`src/rtl/core/opd_pkg.sv`:
```
package opd_pkg;

    // Default number of fraction bits in the fixed-point format.
    localparam int FracBitsDefault = 16;

    // Operand slots.
    localparam int NumSlots = 9;

    // Register indexes on the configuration port.
    typedef enum logic [1:0] {
        REG_GAIN_RATE     = 2'd0,
        REG_GAIN_VELOCITY = 2'd1,
        REG_GAIN_ATTITUDE = 2'd2
    } reg_idx_t;

    // Sequencer states.
    typedef enum logic [2:0] {
        ST_IDLE,
        ST_EMAT,
        ST_EVEC,
        ST_DMAT,
        ST_FINAL,
        ST_FLUSH,
        ST_OUT
    } state_t;

    // Saturate a 64-bit signed value to 32 bits.
    function automatic logic signed [31:0] sat32(input logic signed [63:0] v);
        logic signed [31:0] r;
        begin
            if (v > 64'sd2147483647)
                r = 32'sh7fffffff;
            else if (v < -64'sd2147483648)
                r = 32'sh80000000;
            else
                r = v[31:0];
            return r;
        end
    endfunction

endpackage

```
`src/rtl/core/opd_mac.sv`:
```
// Shared multiplier: registers the fixed-point product of two 32-bit operands.
module opd_mac #(
    parameter int FRAC_BITS = opd_pkg::FracBitsDefault
) (
    input  logic               clk,
    input  logic signed [31:0] op_a,
    input  logic signed [31:0] op_b,
    output logic signed [63:0] prod
);
    import opd_pkg::*;

    logic signed [63:0] full;
    logic signed [63:0] prod_reg;

    // Exact product, then arithmetic shift by the fraction width.
    assign full = 64'(op_a) * 64'(op_b);

    always_ff @(posedge clk)
    begin
        prod_reg <= full >>> FRAC_BITS;
    end

    assign prod = prod_reg;
endmodule

```
`config.mk`:
```
export PLATFORM = sky130hd
export DESIGN_NAME = opd_mac
export DESIGN_NICKNAME = d
export VERILOG_FILES = /design/src/rtl/core/opd_pkg.sv /design/src/rtl/core/opd_mac.sv
export SDC_FILE = /design/constraint.sdc
export NUM_CORES = 2
export LEC_CHECK = 0
export BUFFER_PORTS_ARGS = -buffer_cell sky130_fd_sc_hd__buf_2
export CORE_MARGIN = 4
export CORE_UTILIZATION = 45
export CTS_CLUSTER_SIZE = 14
export DETAILED_ROUTE_END_ITERATION = 16
export PLACE_DENSITY_LB_ADDON = 0.15
export SLEW_MARGIN = 20
export SYNTH_ARGS = -nofsm -noshare
export SYNTH_HDL_FRONTEND = slang
export SYNTH_SLANG_ARGS = --single-unit
```
`constraint.sdc`:
```
create_clock -name clk -period 8.4 [get_ports clk]
set_input_delay 0.84 -clock clk [delete_from_list [all_inputs] [get_ports clk]]
set_output_delay 0.84 -clock clk [all_outputs]
set_load 0.1 [all_outputs]
```
Word-level counts from Yosys, hierarchy flattened --
Cells that the tools add are included. W data, S select, Z words.
Cells by class: multiply operators 1
Operators by type and width (count):
- $mul A32 B32 Y64 | 1
Word-level totals: bits in registers 48, input bits 65, output and inout port bits 64, logic and storage cells 2

Logic depth before layout (Yosys ltp) --
word-level depth 1, mapped depth 27, depth with buffers taken out 26

Worst setup path before layout --
Ideal clock, no wire load.
path type input to register, start point input op_a[31], end point register, netlist name prod[47], setup time 0.121 ns, arrival time 7.942 ns, data required time 8.279 ns, setup slack 0.337 ns, stages on the path 27, buffers on the path 1, cells stage by stage clkbuf_1 -> nand2_1 -> inv_1 -> fa_1 -> inv_1 -> fa_1 -> inv_1 -> fa_1 -> fa_1 -> inv_1 -> fa_1 -> inv_1 -> fa_1 -> inv_1 -> fa_1 -> inv_1 -> fa_1 -> ha_1 -> a21oi_1 -> o211a_1 -> o31ai_1 -> a221oi_1 -> a21oi_1 -> o21ai_0 -> o21ai_1 -> o41a_1 -> xnor2_1
On the way: longest elaborated chain between the ends 1
RTL lines:
- from (decl) | RTL line opd_mac.sv:6 | input logic signed [31:0] op_a,
- $mul A32 B32 Y64 | RTL line opd_mac.sv:16 | assign full = 64'(op_a) * 64'(op_b);
- via full[63] | RTL line opd_mac.sv:12 | logic signed [63:0] full;
The timed path passes the listed nets, and every way through them passes these cells.

Worst setup path after layout --
start point input op_b[8], end point register prod_reg[30] (netlist: prod[30])
On the way: longest elaborated chain between the ends 1
RTL lines:
- from (decl) | RTL line opd_mac.sv:7 | input logic signed [31:0] op_b,
- $mul A32 B32 Y64 | RTL line opd_mac.sv:16
- via full[46] | RTL line opd_mac.sv:12
- to (signal assigned) | RTL line opd_mac.sv:20 | prod_reg <= full >>> FRAC_BITS;
- to (decl) | RTL line opd_mac.sv:13 | logic signed [63:0] prod_reg;
The timed path passes the listed nets, and every way through them passes these cells.

==> metrics <==
post-synthesis instance total 3,836; xor and xnor fraction of the mapped netlist area 1.51%; Arr. time, crit path 8450 ps; antenna viol nets, final 0; NumNets Final 5,441; synthesized flop and latch total 48; clock buffer depth 2; CORE AREA 80,500 um^2; Yosys Warn Count 0; required arrival time at the worst endpoint 8680 ps; post-synth cell types 55; share of layout cells above drive strength 1 12.4%; total global-route track usage 24.7%; cell class contributing the biggest share of worst-path delay adder cells; Worst Path Class, Setup in -> reg; total of max-cap violations 0; Startpoint Class input pin; total count of max-transition violations in the final report 0; Starting DRT DRC Count 1,263; run status finished, final reports clean; growth of design area from synthesis to finish 11.8%; largest fanout on the critical path 11; worst hold slack after final layout 1780 ps; # clock sinks 48; Synth Flop Type sky130_fd_sc_hd__dfxtp_1; final critical-path required period 8170 ps; number of rows in the core area 104; share of synthesized cell area in and, or, nand and nor gates 15.6%; Final period util 97.3%; number of H-tree levels 2; Critical-path top delay cell sky130_fd_sc_hd__fa_1; number of hold buffers added after cts 0; dominant combinational cell family by area after synthesis adder cells; element type at the critical path end register; most frequent CP cell sky130_fd_sc_hd__fa_1; total overflow reported by the global router 0; CP peak stage delay 550 ps; share of cell area taken by muxes after synthesis 0%; Worst Max-Slew Pin Slew 658 ps; post-detailed-routing wire length 99.9 mm; utilization of the core after routing 50.8%; wire length of the first global-routing pass 163 mm; number of hold violations in the final report 0; DIE WIDTH 293 um; clock transition at the registers of the reported paths 110 ps; total standard cell area after synthesis 36,600 um^2; number of top-level pins 129; CTS tree built; post-DR wirelength/cell 19.3 um; cell at the root of the clock tree sky130_fd_sc_hd__clkbuf_16; number of input and output port buffers inserted 128; drt first pass iters 5; Slew HR 56.1%; DIE HEIGHT 293 um; number of enable flip-flop cells after synthesis 0; initial antenna violation count 3; mean area per synthesized cell 9.55 um^2; Vias 25,514; Adder-Cell Fraction of Synth Area 65.2%; die footprint 86,000 um^2; post-detailed-route DRC marker count 0; complex-gate fraction of the synthesized area 2.82%; min-delay worst type reg -> out; flip-flop count of the largest register after layout 48; detailed-route vias per instance 4.93; Post-Syn Nets 5,162; sequential element share of the synthesized area 2.62%; Max Freq 0.122 GHz; proportion of register bits with asynchronous set or reset after synthesis 0%; number of global-route vias before repair 28,519; clock buffers created by TritonCTS 5; Detailed Place HPWL 89.0 mm; weighted congestion at the end of routability-driven global placement 0.884; largest net degree at the start of global routing 25; effective utilization at floorplan 45.5%; worst path buffer plus inverter count 11; # setup viols final 0
-- timing repair --
action | CTS | global route
resized for setup | 1 | 8
setup buffers | 0 | 4
setup endpoints to repair | 2 | 16
pin swaps | 0 | 4
-- final cells by class --
type | count | area, um^2
Timing Repair Buffer | 493 | 3680
Tap cell | 1060 | 1330
Clock buffer | 5 | 125
Antenna cell | 1 | 2.50
Sequential cell | 48 | 961
Multi-Input combinational cell | 2617 | 31200
Clock inverter | 3 | 68.8
Inverter | 950 | 3570
Fill cell | 7578 | 39600
-- through the flow --
| stage | cells | setup WS [ps] | area [um^2] | TNS (ps) |
|---|---|---|---|---|
| 2_1_floorplan | 3836 | 337 | 36600 | 0 |
| 3_3_place_gp | 5164 | -347 | 40700 | -4020 |
| 3_5_place_dp | 5164 | -529 | 40700 | -4820 |
| 4_1_cts | 5172 | 46.1 | 40900 | 0 |
| 5_1_grt | 5176 | -5.19 | 41000 | -5.19 |
| 6_report | 5177 | 226 | 41000 | 0 |
-- Yosys cell counts (4+ instances only) --
library cell                  n  share of area (%)
sky130_fd_sc_hd__nor3_1       7              0.096
sky130_fd_sc_hd__buf_1        4              0.041
sky130_fd_sc_hd__dfxtp_1     48                2.6
sky130_fd_sc_hd__inv_1      950                9.7
sky130_fd_sc_hd__and2_1     512                8.7
sky130_fd_sc_hd__nor2b_1      4              0.068
sky130_fd_sc_hd__nand4_1     14               0.24
sky130_fd_sc_hd__clkbuf_1   200                2.0
sky130_fd_sc_hd__and3_1       7               0.12
sky130_fd_sc_hd__xnor2_1     40               0.96
sky130_fd_sc_hd__buf_4       16               0.33
sky130_fd_sc_hd__nand2b_1    12               0.20
sky130_fd_sc_hd__o21a_1       6               0.12
sky130_fd_sc_hd__o21bai_1     8               0.16
sky130_fd_sc_hd__nand3_1     12               0.16
sky130_fd_sc_hd__nor2_1      46               0.47
sky130_fd_sc_hd__ha_1       180                6.1
sky130_fd_sc_hd__o21ai_0     26               0.36
sky130_fd_sc_hd__fa_1      1081                 59
sky130_fd_sc_hd__a211oi_1     5               0.10
sky130_fd_sc_hd__a21oi_1     48               0.66
sky130_fd_sc_hd__a21o_1      21               0.43
sky130_fd_sc_hd__nand2_1    513                5.3
sky130_fd_sc_hd__xor2_1      23               0.55
-- logic make-up after synthesis --
logic type      Yosys count
compound gates          153
xor+xnor                 63
fa+ha+maj              1261
buf+inv                1171
flops                    48
simple gates           1140
-- placed cells by master (no fill, tap or decap), drive strengths merged, types with 3 or more instances in the layout --
cell / instances
a211oi: 5
a21o: 21
a21oi: 48
a221oi: 3
and2: 513
and3: 7
buf: 487
clkbuf: 11
dfxtp: 48
fa: 1081
ha: 180
inv: 951
nand2: 513
nand2b: 12
nand3: 12
nand4: 14
nand4b: 3
nor2: 46
nor2b: 4
nor3: 7
nor4: 3
o2111ai: 3
o211a: 3
o211ai: 3
o21a: 6
o21ai: 30
o21bai: 8
o31ai: 5
xnor2: 40
xor2: 23
-- path summary, 6_finish.rpt --
kind	cells past startpoint	slack (ps)	endpoint	from
min	1	1780	prod[3]	prod[3]
max	30	230	prod[30]	op_b[8]
-- per-layer routing --
layer | up-vias | track usage, % | routed length (um)
li1 | 11394 | - | -
met1 | 13500 | 33.7 | 42100
met2 | 525 | 42.5 | 50700
met3 | 93 | 2.40 | 3730
met4 | 2 | 7.12 | 3280
met5 | - | 0 | 13
Power is left out: the tool's default activity adds up to more than one toggle a clock period on the data nets, which glitch-free logic cannot reach.
